===== src/rtl/core/ssmr_pkg.sv =====
// Types and constants of the speed step momentum ramp.
// Used by the serial divider, the top level and the checker; depends on nothing.
package ssmr_pkg;

   typedef enum logic [1:0] {
      ST_IDLE,
      ST_DIVIDE,
      ST_FINISH
   } ramp_state_type;

   localparam logic [1:0] REG_ACCEL_RATE  = 2'd0;
   localparam logic [1:0] REG_DECEL_RATE  = 2'd1;
   localparam logic [1:0] REG_KICK_ENABLE = 2'd2;

   localparam logic OP_UPDATE = 1'b0;
   localparam logic OP_ESTOP  = 1'b1;

   localparam int ACCUM_WIDTH   = 32;
   localparam int RATE_WIDTH    = 24;
   localparam int ELAPSED_WIDTH = 16;
   localparam int STEP_WIDTH    = 8;

   localparam logic signed [7:0] SPEED_FWD_STOP = 8'sd1;
   localparam logic signed [7:0] SPEED_REV_STOP = -8'sd1;
   localparam logic signed [7:0] SPEED_NEG_MAX  = -8'sd127;
   localparam logic signed [7:0] SPEED_BAD_MIN  = -8'sd128;

   typedef struct packed {
      logic                  done;
      logic [STEP_WIDTH-1:0] steps;
   } div_result_type;

endpackage


===== src/rtl/core/ssmr_divider.sv =====
// Bit-serial restoring divider: accumulated time over the ramp rate, one quotient
// bit per cycle, quotient saturated to 8 bits. Depends on ssmr_pkg.
module ssmr_divider
   import ssmr_pkg::*;
(
   input  logic                   clock,
   input  logic                   reset,
   input  logic                   start,
   input  logic [ACCUM_WIDTH-1:0] dividend,
   input  logic [RATE_WIDTH-1:0]  divisor,
   output div_result_type         result
);

   logic                   busy_ff, busy_in;
   logic                   done_ff, done_in;
   logic [4:0]             count_ff, count_in;
   logic [ACCUM_WIDTH-1:0] dividend_ff, dividend_in;
   logic [RATE_WIDTH-1:0]  divisor_ff, divisor_in;
   logic [RATE_WIDTH-1:0]  remainder_ff, remainder_in;
   logic [STEP_WIDTH-1:0]  quotient_ff, quotient_in;
   logic                   overflow_ff, overflow_in;

   logic [RATE_WIDTH:0]    shifted;
   logic [RATE_WIDTH:0]    trial;
   logic                   fits;

   // The dividend leaves MSB first; the remainder never exceeds the divisor width.
   assign shifted = {remainder_ff, dividend_ff[ACCUM_WIDTH-1]};
   assign fits    = shifted >= {1'b0, divisor_ff};
   assign trial   = shifted - {1'b0, divisor_ff};

   always_comb begin
      busy_in      = busy_ff;
      done_in      = 1'b0;
      count_in     = count_ff;
      dividend_in  = dividend_ff;
      divisor_in   = divisor_ff;
      remainder_in = remainder_ff;
      quotient_in  = quotient_ff;
      overflow_in  = overflow_ff;
      if (start) begin
         busy_in      = 1'b1;
         count_in     = '0;
         dividend_in  = dividend;
         divisor_in   = divisor;
         remainder_in = '0;
         quotient_in  = '0;
         overflow_in  = 1'b0;
      end else if (busy_ff) begin
         dividend_in  = {dividend_ff[ACCUM_WIDTH-2:0], 1'b0};
         remainder_in = fits ? trial[RATE_WIDTH-1:0] : shifted[RATE_WIDTH-1:0];
         quotient_in  = {quotient_ff[STEP_WIDTH-2:0], fits};
         overflow_in  = overflow_ff | quotient_ff[STEP_WIDTH-1];
         count_in     = count_ff + 5'd1;
         if (count_ff == 5'd31) begin
            busy_in = 1'b0;
            done_in = 1'b1;
         end
      end
   end

   always_ff @(posedge clock) begin
      if (reset) begin
         busy_ff <= 1'b0;
         done_ff <= 1'b0;
      end else begin
         busy_ff <= busy_in;
         done_ff <= done_in;
      end
      count_ff     <= count_in;
      dividend_ff  <= dividend_in;
      divisor_ff   <= divisor_in;
      remainder_ff <= remainder_in;
      quotient_ff  <= quotient_in;
      overflow_ff  <= overflow_in;
   end

   assign result.done  = done_ff;
   assign result.steps = overflow_ff ? {STEP_WIDTH{1'b1}} : quotient_ff;

endmodule


===== src/rtl/core/speed_step_momentum_ramp.sv =====
// Speed step momentum ramp: takes one request at a time and returns one response.
// An emergency stop, a request already at goal or a zero rate goes straight to
// FINISH; any other request waits in DIVIDE for the 32 one-bit iterations of
// the serial divider. A new request is taken the cycle after the response is
// written. Reset (synchronous, active high) sets the speed to forward stop, clears
// the time accumulator and all three registers, and drops rsp_tvalid.
module speed_step_momentum_ramp
   import ssmr_pkg::*;
(
   input  logic        clock,
   input  logic        reset,

   // Request channel.
   input  logic        req_tvalid,
   output logic        req_tready,
   // target_speed [7:0], elapsed_us [23:8], stop_reverse [24], zero [31:25]
   input  logic [31:0] req_tdata,
   // op [0]
   input  logic        req_tuser,

   // Response channel.
   output logic        rsp_tvalid,
   input  logic        rsp_tready,
   // speed_now [7:0], kick_start [8], at_goal [9], zero [15:10]
   output logic [15:0] rsp_tdata,

   // Register port.
   input  logic        csr_psel,
   input  logic        csr_penable,
   input  logic        csr_pwrite,
   input  logic [3:0]  csr_paddr,
   input  logic [31:0] csr_pwdata,
   output logic [31:0] csr_prdata,
   output logic        csr_pready
);

   // ---------------------------------------------------------------------------
   // Configuration registers. A write lands on the access cycle; pready is tied
   // high so every transfer completes without wait states.
   // ---------------------------------------------------------------------------
   logic [RATE_WIDTH-1:0] accel_rate_ff;
   logic [RATE_WIDTH-1:0] decel_rate_ff;
   logic                  kick_enable_ff;
   logic                  csr_write;

   assign csr_pready = 1'b1;
   assign csr_write  = csr_psel & csr_penable & csr_pwrite & csr_pready;

   always_ff @(posedge clock) begin
      if (reset) begin
         accel_rate_ff  <= '0;
         decel_rate_ff  <= '0;
         kick_enable_ff <= 1'b0;
      end else if (csr_write) begin
         case (csr_paddr[3:2])
            REG_ACCEL_RATE:  accel_rate_ff  <= csr_pwdata[RATE_WIDTH-1:0];
            REG_DECEL_RATE:  decel_rate_ff  <= csr_pwdata[RATE_WIDTH-1:0];
            REG_KICK_ENABLE: kick_enable_ff <= csr_pwdata[0];
            default: ;
         endcase
      end
   end

   always_comb begin
      case (csr_paddr[3:2])
         REG_ACCEL_RATE:  csr_prdata = {8'd0, accel_rate_ff};
         REG_DECEL_RATE:  csr_prdata = {8'd0, decel_rate_ff};
         REG_KICK_ENABLE: csr_prdata = {31'd0, kick_enable_ff};
         default:         csr_prdata = '0;
      endcase
   end

   // ---------------------------------------------------------------------------
   // Ramp state and the latched request.
   // ---------------------------------------------------------------------------
   ramp_state_type         state_ff, state_in;
   logic signed [7:0]      speed_ff, speed_in;
   logic [ACCUM_WIDTH-1:0] time_accum_ff, time_accum_in;

   logic                   op_ff;
   logic signed [7:0]      goal_ff;
   logic                   rev_ff;
   logic                   kick_ff;
   logic                   div_path_ff;
   logic [STEP_WIDTH-1:0]  steps_ff;

   logic                   rsp_valid_ff, rsp_valid_in;
   logic [15:0]            rsp_data_ff;

   // Decode of the incoming request.
   logic                   req_op;
   logic signed [7:0]      req_goal_raw;
   logic signed [7:0]      req_goal;
   logic [ELAPSED_WIDTH-1:0] req_elapsed;
   logic                   req_rev;
   logic [RATE_WIDTH-1:0]  req_rate;
   logic                   req_div_path;
   logic                   req_kick;
   logic [ACCUM_WIDTH-1:0] accum_sum;

   assign req_op       = req_tuser;
   assign req_goal_raw = req_tdata[7:0];
   assign req_elapsed  = req_tdata[23:8];
   assign req_rev      = req_tdata[24];

   // A goal of zero means forward stop; the most negative code clips to -127.
   always_comb begin
      if (req_goal_raw == 8'sd0) begin
         req_goal = SPEED_FWD_STOP;
      end else if (req_goal_raw == SPEED_BAD_MIN) begin
         req_goal = SPEED_NEG_MAX;
      end else begin
         req_goal = req_goal_raw;
      end
   end

   // Moving away from zero uses the accel rate, toward zero the decel rate.
   always_comb begin
      if (speed_ff > req_goal) begin
         req_rate = (speed_ff < 8'sd0) ? accel_rate_ff : decel_rate_ff;
      end else begin
         req_rate = (speed_ff > 8'sd0) ? accel_rate_ff : decel_rate_ff;
      end
   end

   // Only an update that is off goal with a nonzero rate needs the divider.
   assign req_div_path = (req_op == OP_UPDATE) && (req_goal != speed_ff) &&
                         (req_rate != '0);
   assign accum_sum    = time_accum_ff + {{(ACCUM_WIDTH-ELAPSED_WIDTH){1'b0}}, req_elapsed};

   // Kick start: leaving a stop toward a goal in the same direction.
   assign req_kick = (req_op == OP_UPDATE) && (req_goal != speed_ff) && kick_enable_ff &&
                     ((speed_ff == SPEED_FWD_STOP && req_goal > 8'sd0) ||
                      (speed_ff == SPEED_REV_STOP && req_goal < 8'sd0));

   // ---------------------------------------------------------------------------
   // Serial divider: accumulated time over the selected rate.
   // ---------------------------------------------------------------------------
   logic           div_start;
   div_result_type div_result;

   ssmr_divider u_divider (
      .clock    (clock),
      .reset    (reset),
      .start    (div_start),
      .dividend (accum_sum),
      .divisor  (req_rate),
      .result   (div_result)
   );

   // ---------------------------------------------------------------------------
   // Step arithmetic, evaluated while the request finishes. Values are widened
   // to ten bits so a full 255-step move cannot wrap.
   // ---------------------------------------------------------------------------
   logic signed [9:0] cur_wide;
   logic signed [9:0] goal_wide;
   logic signed [9:0] up_wide;
   logic signed [9:0] down_wide;
   logic signed [7:0] jump_speed;
   logic signed [7:0] step_speed;
   logic signed [7:0] next_speed;
   logic [ACCUM_WIDTH-1:0] next_accum;
   logic              next_at_goal;

   assign cur_wide  = {{2{speed_ff[7]}}, speed_ff};
   assign goal_wide = {{2{goal_ff[7]}}, goal_ff};
   assign up_wide   = cur_wide + $signed({2'b00, steps_ff});
   assign down_wide = cur_wide - $signed({2'b00, steps_ff});

   // With a zero rate the speed jumps to the goal, but only to the opposite
   // stop when the direction would change.
   always_comb begin
      if (speed_ff < SPEED_REV_STOP && goal_ff > SPEED_REV_STOP) begin
         jump_speed = SPEED_FWD_STOP;
      end else if (speed_ff > SPEED_FWD_STOP && goal_ff < SPEED_FWD_STOP) begin
         jump_speed = SPEED_REV_STOP;
      end else begin
         jump_speed = goal_ff;
      end
   end

   // A step that reaches or crosses zero ends on the stop of the new direction; any other step never passes the goal.
   always_comb begin
      if (goal_ff > speed_ff) begin
         if (speed_ff < 8'sd0 && up_wide >= 10'sd0) begin
            step_speed = SPEED_FWD_STOP;
         end else if (up_wide >= goal_wide) begin
            step_speed = goal_ff;
         end else begin
            step_speed = up_wide[7:0];
         end
      end else begin
         if (speed_ff > 8'sd0 && down_wide <= 10'sd0) begin
            step_speed = SPEED_REV_STOP;
         end else if (down_wide <= goal_wide) begin
            step_speed = goal_ff;
         end else begin
            step_speed = down_wide[7:0];
         end
      end
   end

   always_comb begin
      next_speed = speed_ff;
      next_accum = time_accum_ff;
      if (op_ff == OP_ESTOP) begin
         next_speed = rev_ff ? SPEED_REV_STOP : SPEED_FWD_STOP;
      end else if (goal_ff == speed_ff) begin
         next_accum = '0;
      end else if (!div_path_ff) begin
         next_speed = jump_speed;
      end else if (steps_ff != '0) begin
         next_speed = step_speed;
         next_accum = '0;
      end
      next_at_goal = (op_ff == OP_ESTOP) || (next_speed == goal_ff);
   end

   // ---------------------------------------------------------------------------
   // Sequencer: IDLE takes a request, DIVIDE waits on the divider, FINISH
   // commits the new speed and writes the response once the output register
   // is free.
   // ---------------------------------------------------------------------------
   logic req_accept;
   logic finish_write;

   always_comb begin
      state_in      = state_ff;
      req_tready    = 1'b0;
      req_accept    = 1'b0;
      div_start     = 1'b0;
      finish_write  = 1'b0;
      speed_in      = speed_ff;
      time_accum_in = time_accum_ff;
      rsp_valid_in  = rsp_valid_ff & ~rsp_tready;
      case (state_ff)
         ST_IDLE: begin
            req_tready = 1'b1;
            if (req_tvalid) begin
               req_accept = 1'b1;
               if (req_div_path) begin
                  div_start     = 1'b1;
                  time_accum_in = accum_sum;
                  state_in      = ST_DIVIDE;
               end else begin
                  state_in = ST_FINISH;
               end
            end
         end
         ST_DIVIDE: begin
            if (div_result.done) begin
               state_in = ST_FINISH;
            end
         end
         ST_FINISH: begin
            if (!rsp_valid_ff || rsp_tready) begin
               finish_write  = 1'b1;
               rsp_valid_in  = 1'b1;
               speed_in      = next_speed;
               time_accum_in = next_accum;
               state_in      = ST_IDLE;
            end
         end
         default: begin
            state_in = ST_IDLE;
         end
      endcase
   end

   always_ff @(posedge clock) begin
      if (reset) begin
         state_ff      <= ST_IDLE;
         speed_ff      <= SPEED_FWD_STOP;
         time_accum_ff <= '0;
         rsp_valid_ff  <= 1'b0;
      end else begin
         state_ff      <= state_in;
         speed_ff      <= speed_in;
         time_accum_ff <= time_accum_in;
         rsp_valid_ff  <= rsp_valid_in;
      end
   end

   // Latched request and response payload; no reset needed.
   always_ff @(posedge clock) begin
      if (req_accept) begin
         op_ff       <= req_op;
         goal_ff     <= req_goal;
         rev_ff      <= req_rev;
         kick_ff     <= req_kick;
         div_path_ff <= req_div_path;
      end
      if (state_ff == ST_DIVIDE && div_result.done) begin
         steps_ff <= div_result.steps;
      end
      if (finish_write) begin
         rsp_data_ff <= {6'd0, next_at_goal, kick_ff, next_speed};
      end
   end

   assign rsp_tvalid = rsp_valid_ff;
   assign rsp_tdata  = rsp_data_ff;

endmodule


===== config.mk =====
export PLATFORM = sky130hd
export DESIGN_NAME = speed_step_momentum_ramp
export DESIGN_NICKNAME = d
export VERILOG_FILES = /design/src/rtl/core/ssmr_pkg.sv /design/src/rtl/core/ssmr_divider.sv /design/src/rtl/core/speed_step_momentum_ramp.sv
export SDC_FILE = /design/constraint.sdc
export NUM_CORES = 1
export LEC_CHECK = 0
export BUFFER_PORTS_ARGS = -buffer_cell sky130_fd_sc_hd__buf_2
export CORE_MARGIN = 4
export CORE_UTILIZATION = 60
export DETAILED_ROUTE_END_ITERATION = 7
export PLACE_DENSITY = 0.8
export SYNTH_ARGS = -nofsm -noshare
export SYNTH_HDL_FRONTEND = slang
export SYNTH_SLANG_ARGS = --single-unit

===== constraint.sdc =====
create_clock -name clock -period 13.65 [get_ports clock]
set_clock_uncertainty 0.2 [all_clocks]
set_input_delay 0.6825 -clock clock [delete_from_list [all_inputs] [get_ports clock]]
set_output_delay 0.6825 -clock clock [all_outputs]
set_load 0.01 [all_outputs]

==> impl_metrics.yaml, run 1 <==
outcome:
  run_status: "complete, no violations"
critical_path:
  crit_fanout: 12
  crit_path_cell_trace: "ha_1, nand2b_1, a2111o_1, a31oi_1, a21o_1, ha_1, ha_1, a2111oi_0, a32oi_1, o21ai_2, mux2i_1, o22ai_1, a222oi_1, xnor2_1, nor4_2, a41o_1"
  critPathTopFamily: "compound AO/OA/AOI/OAI gates"
  worst-path-stages: 16
  critPathRequiredTime_ps: 13720
  timing.critical_path.slowest_cell_delay_ps: 780
  worstPathArrival_ps: 5630
  criticalPathCategory: "register to register"
  regToRegSetupSlack_ps: 8090
  r2r_cells: 16
  crit_path_frequent_cell: "sky130_fd_sc_hd__ha_1"
  timing.critical_path.to_type: "register"
  rr_startpoint: "speed_ff[1]"
  worst_r2r_endpoint: "rsp_tdata[9]"
  cpMaxStageDelayCell: "sky130_fd_sc_hd__dfxtp_1"
  startpoint_type: "register"
  critPathBufInv: 0
placement:
  post-place-ws_ps: 8120
  detailed_place_hpwl_um: 24300
  cell_count_after_placement: 1936
  placement.io_buffers: 94
  gp_congestion: 0.961
timing:
  minimum_period_implied_by_the_final_worst_setup_slack_ps: 5560
  slew_headroom: 0.274
  fin_worst_hold_slack_ps: 160
  final-setup-viol-count: 0
  worstMarginPinSlew_ps: 1090
  final_hold_viol_count: 0
  finalMaxSlewViolations: 0
  max_freq_ghz: 0.180
  final_critical_path_setup_slack_ps: 8090
  layout_worst_path_cycle_share: 0.407
  setup-tns-final_ps: 0
  grt_setup_unrepaired: "false"
yosys:
  synthTopCellsByArea: "sky130_fd_sc_hd__dfxtp_1, sky130_fd_sc_hd__edfxtp_1, sky130_fd_sc_hd__ha_1"
  synth-seq-area-share: 0.374
  yosys.area.top_type_share: 0.189
  synth_ff_type: "sky130_fd_sc_hd__dfxtp_1"
  synth_area_um2: 14000
  post_synth_edffs: 86
  synth_async_sr_flop_share: 0
  post_synth_inst_count: 1603
  yosysWarningCount: 0
  synthDominantAreaCellType: "sky130_fd_sc_hd__dfxtp_1"
  synth.avg_cell_area_um2: 8.72
  synth.ff_latch_count: 218
  netlist-cell-type-count: 89
power:
  leakage_nw: 6.40
  fin_total_pwr_mw: 2.51
  cellPowerDensity_nw_per_um2: 165
  worst_ir_drop_vdd_v: 0.000106
final_layout:
  antenna_cells: 0
  synthToLayoutAreaGrowth_pct: 8.93
  layoutNonFillerInstCount: 1977
  layout_commonest_cell: "sky130_fd_sc_hd__nand2_1"
  num-nets-final: 1825
  layout.cells.most_common_list: "sky130_fd_sc_hd__nand2_1, sky130_fd_sc_hd__a21oi_1, sky130_fd_sc_hd__dfxtp_1"
  drive_above_1_share: 0.123
floorplanning:
  floorplan.die.height_um: 161
  die_area_um2: 25800
  number_of_standard_cell_rows_in_the_floorplan: 55
  dieWidth_um: 161
  initial_core_util: 0.613
  area_of_the_core_um2: 22800
  ioPinCount: 127
cts:
  hold_buffers: 0
  cts_setup_buffers: 0
  max-clock-path-buffers: 3
  cts.htree.levels: 1
  post_cts_resized: 0
  clk-insertion-delay-late_ps: 510
  clk_root_buffer_cell: "sky130_fd_sc_hd__clkbuf_16"
  cts_bufs_inserted: 23
  clkSlewWorstSetupHoldPaths_ps: 70
  tritoncts_clock_tree: "built"
  cts.sinks: 218
hold_path:
  hold_path.class: "input pin to register"
  hold_path.startpoint: "req_tdata[24]"
  min_delay_worst_endpoint: "rev_ff"
  hold-path-cell-count: 1
grt:
  global_route.peak_usage_layer: "met2"
  grt_pass1_vias: 11400
  grt_max_degree: 109
  globalRoute.totalOverflow: 0
  track_usage: 0.257
  grt_antenna_before_repair: 1
  global_route.usage.met2: 0.435
  global_route_wire_length_before_repair_um: 56100
  grtUsageMet3: 0.0300
  met1_usage: 0.346
route:
  route.vias.total: 12000
  detail_route.wl_per_cell_um: 17.5
  drc: 0
  detail_route.vias_per_cell: 6.05
  drt_pre_antenna_iters: 5
  route.final.wire_length_um: 34600
  antenna_violating_nets_post_route: 0
  drtIter0Drc: 854
run:
  max-cap-violations: 0
[cell type report]
type                       instances  area (µm²)
clock buffer                      29         618
clock inverter                    12        92.6
fill                            1848        7560
inverter                         113         424
multi-input combinational       1191        7940
sequential                       218        5230
tap                              313         392
timing repair buffer             101         526
[state kept, by name, indices dropped and copies added (netlist names), 2 cells and up]
register	cells
goal_ff	8
u_divider.dividend_ff	32
speed_ff	8
time_accum_ff	32
rsp_tdata	10
accel_rate_ff	24
decel_rate_ff	24
steps_ff	8
u_divider.quotient_ff	8
u_divider.count_ff	5
u_divider.divisor_ff	24
state_ff	2
u_divider.remainder_ff	24
[synth_stat cells (all sizes together) (12+ instances only)]
cell type / count
nand2: 216
a21oi: 142
dfxtp: 132
inv: 112
ha: 97
nor2: 95
edfxtp: 86
o21ai: 75
mux2i: 60
clkbuf: 52
xnor2: 43
buf: 42
nand3: 38
nor3: 30
nor4: 30
a31oi: 26
mux2: 26
nand4: 22
and3: 20
a211oi: 18
a21o: 18
or2: 18
nor2b: 17
xor2: 17
nand2b: 16
o21a: 12
[metal layers]
layer  vias up  wire, µm
met4         2       992
li1       5810         -
met3        70      2240
met5         -        13
met2       417     16300
met1      5656     15100
[cells by family after synthesis]
logic type               Yosys count  synth area share
other                              2          0.000537
AO/OA/AOI/OAI                    381             0.178
multiplexers                      86            0.0639
flip-flops                       218             0.374
AND/OR/NAND/NOR                  548             0.191
adder cells (fa/ha/maj)          101            0.0926
XOR/XNOR                          60            0.0376
buffers and inverters            207            0.0629
[power by group]
| group | internal, mW | switching [mW] |
|---|---|---|
| clock | 0.340 | 0.254 |
| sequential | 0.804 | 0.0892 |
| combinational | 0.422 | 0.600 |
| total | 1.57 | 0.943 |
[metrics by stage]
step | cell area (µm²) | util
global placement | 14500 | 0.637
detailed placement | 14500 | 0.637
CTS | 15200 | 0.668
floorplan | 14000 | -
global route | 15200 | 0.668
finish | 15200 | 0.668
[worst max-delay path by stage]
stage | end | slack [ps] | startpoint
global placement | rsp_tdata[9] | 8160 | speed_ff[1]
finish | rsp_tdata[9] | 8090 | speed_ff[1]
CTS | rsp_tdata[9] | 8130 | speed_ff[1]
detailed placement | rsp_tdata[9] | 8120 | speed_ff[1]
global route | rsp_tdata[9] | 7720 | speed_ff[1]
floorplan | rsp_tdata[9] | 8940 | speed_ff[0]
(Power assumes the default switching activity.)
==> run 2: changes to the inputs <==
clock period = 5.4 ns   (was 13.65 ns; I/O delays follow)
==> run 2 against run 1 <==
Non-clock buffer count up 54. Wire length is 4.1% higher. Design area is 4.0% higher. First-iteration DRC count up 28%. Clock power grew to 2.9 times the previous value. Fmax grew 8.9%. Register-to-register slack got worse by 7800 ps. Sequential cell count is the same. Global-route usage increased by 1.1 points. Clock-buffer cell count fell by 4. Core utilization is 2.7 points higher. Critical endpoint unchanged. Highest routed layer unchanged.
==> impl_metrics.yaml, run 2 (synthesis results as in run 1) <==
cts:
  clkSlewWorstSetupHoldPaths_ps: 60
  tritoncts_clock_tree: "built"
  clk-insertion-delay-late_ps: 510
  cts.sinks: 218
  clk_root_buffer_cell: "sky130_fd_sc_hd__clkbuf_16"
  cts_bufs_inserted: 22
  max-clock-path-buffers: 3
  cts.htree.levels: 1
final_layout:
  antenna_cells: 0
  layout_commonest_cell: "sky130_fd_sc_hd__nand2_1"
  num-nets-final: 1878
  drive_above_1_share: 0.131
  synthToLayoutAreaGrowth_pct: 13.3
  top_regs: "time_accum_ff (32), u_divider.dividend_ff (32)"
  n_fill_cell: 1778
  layout.cells.most_common_list: "sky130_fd_sc_hd__nand2_1, sky130_fd_sc_hd__a21oi_1, sky130_fd_sc_hd__dfxtp_1"
  fin_area_um2: 15800
  layout.core_utilization: 0.695
floorplanning:
  area_of_the_core_um2: 22800
  die_area_um2: 25800
  ioPinCount: 127
  number_of_standard_cell_rows_in_the_floorplan: 55
  floorplan.die.height_um: 161
  initial_core_util: 0.613
  dieWidth_um: 161
timing:
  grt_setup_unrepaired: "false"
  worstMarginPinSlew_ps: 1120
  minimum_period_implied_by_the_final_worst_setup_slack_ps: 5100
  max_freq_ghz: 0.196
  slew_headroom: 0.251
  finalMaxSlewViolations: 0
  final_critical_path_setup_slack_ps: 296
  final-setup-viol-count: 0
  setup-tns-final_ps: 0
  layout_worst_path_cycle_share: 0.945
  final_hold_viol_count: 0
power:
  worst_ir_drop_vdd_v: 0.000298
  cellPowerDensity_nw_per_um2: 419
  leakage_nw: 6.70
route:
  detail_route.vias_per_cell: 6.04
  route.final.wire_length_um: 36000
  drc: 0
  detail_route.wl_per_cell_um: 17.7
  drt_pre_antenna_iters: 8
  drtIter0Drc: 1091
  route.vias.total: 12300
  antenna_violating_nets_post_route: 0
placement:
  post-place-ws_ps: 290
  placement.io_buffers: 94
  detailed_place_hpwl_um: 25300
  gp_congestion: 0.990
  placed_area_um2: 14600
grt:
  grt_pass1_vias: 11900
  global_route_wire_length_before_repair_um: 58600
  globalRoute.totalOverflow: 0
  track_usage: 0.269
  grt_max_degree: 101
  grt_antenna_before_repair: 1
critical_path:
  critPathRequiredTime_ps: 5560
  rr_startpoint: "steps_ff[1]"
  crit_fanout: 10
  criticalPathCategory: "register to register"
  timing.critical_path.to_type: "register"
  worstPathArrival_ps: 5270
  r2r_cells: 18
  startpoint: "steps_ff[1]"
  startpoint_type: "register"
hold_path:
  hold_path.class: "input pin to register"
  hold_path.startpoint: "csr_penable"
  hold-path-cell-count: 5
outcome:
  run_status: "complete, no violations"
run:
  max-cap-violations: 0
[run 2: changes by cell type in the layout (fill, tap and decap cells not counted), sizes merged]
cell | previous run | this run
bufinv | 1 | 6
clkbuf | 29 | 25
buf | 101 | 118
dlygate4sd3 | 0 | 37
clkinv | 8 | 7
clkinvlp | 3 | 2
[run 2: final cells by class]
class	count	area, µm²	share of cell area
clock buffers	25	583	0.0368
inverters	113	424	0.0268
multi-input cells	1191	7940	0.502
well taps	313	392	0.0247
flip-flops and latches	218	5230	0.330
repair buffers	155	1040	0.0654
clock inverters	15	230	0.0145
[run 2: final timing paths]
check | end | slack, ps
hold reg to reg | rsp_tdata[8] | 220
setup reg to reg | rsp_tdata[9] | 300
hold / removal | accel_rate_ff[0] | 40
setup / recovery | rsp_tdata[9] | 300
[run 2: per-stage QoR]
step	total power, mW	std cells	hold WS (ps)
final	6.64	2030	36.3
after global routing	7.04	2030	88.9
after CTS	6.63	2030	19.9
after detailed placement	4.88	1953	206
after global placement	4.80	1953	206
after floorplan	4.24	1616	169
[run 2: critical path, stage by stage (launching register included)]
cell and delay (ps):
sky130_fd_sc_hd__edfxtp_1 430, sky130_fd_sc_hd__inv_1 110, sky130_fd_sc_hd__ha_1 180, sky130_fd_sc_hd__or2_2 300
sky130_fd_sc_hd__o211ai_1 320, sky130_fd_sc_hd__a21boi_2 140, sky130_fd_sc_hd__xor2_1 260, sky130_fd_sc_hd__inv_1 130
sky130_fd_sc_hd__ha_1 320, sky130_fd_sc_hd__a21o_1 210, sky130_fd_sc_hd__a2111oi_4 500, sky130_fd_sc_hd__o2111ai_4 230
sky130_fd_sc_hd__and2_4 230, sky130_fd_sc_hd__a21oi_2 140, sky130_fd_sc_hd__a31oi_1 120, sky130_fd_sc_hd__o41a_4 490
sky130_fd_sc_hd__xnor2_1 140, sky130_fd_sc_hd__nor4_1 310, sky130_fd_sc_hd__a41o_1 210
[run 2: metal layers]
metal	global-route usage	vias to the layer above	part of all wire
met5	0	-	0.00036
met4	0.0876	2	0.031
met3	0.0295	97	0.069
met2	0.454	480	0.47
met1	0.362	5779	0.43
li1	-	5905	-
[run 2: repair_timing]
item | 4_1_cts | 5_1_grt
hold buffers | 37 | 0
setup endpoints to repair | 0 | 1
setup buffers | 0 | 0
resized for setup | 0 | 1
endpoints found under the hold margin | 64 | 0
[run 2: report_power, final]
group	internal [mW]	switching [mW]	total (mW)
registers	2.03	0.191	2.22
logic	1.13	1.58	2.71
clock network	1.06	0.641	1.71
total	4.23	2.41	6.64
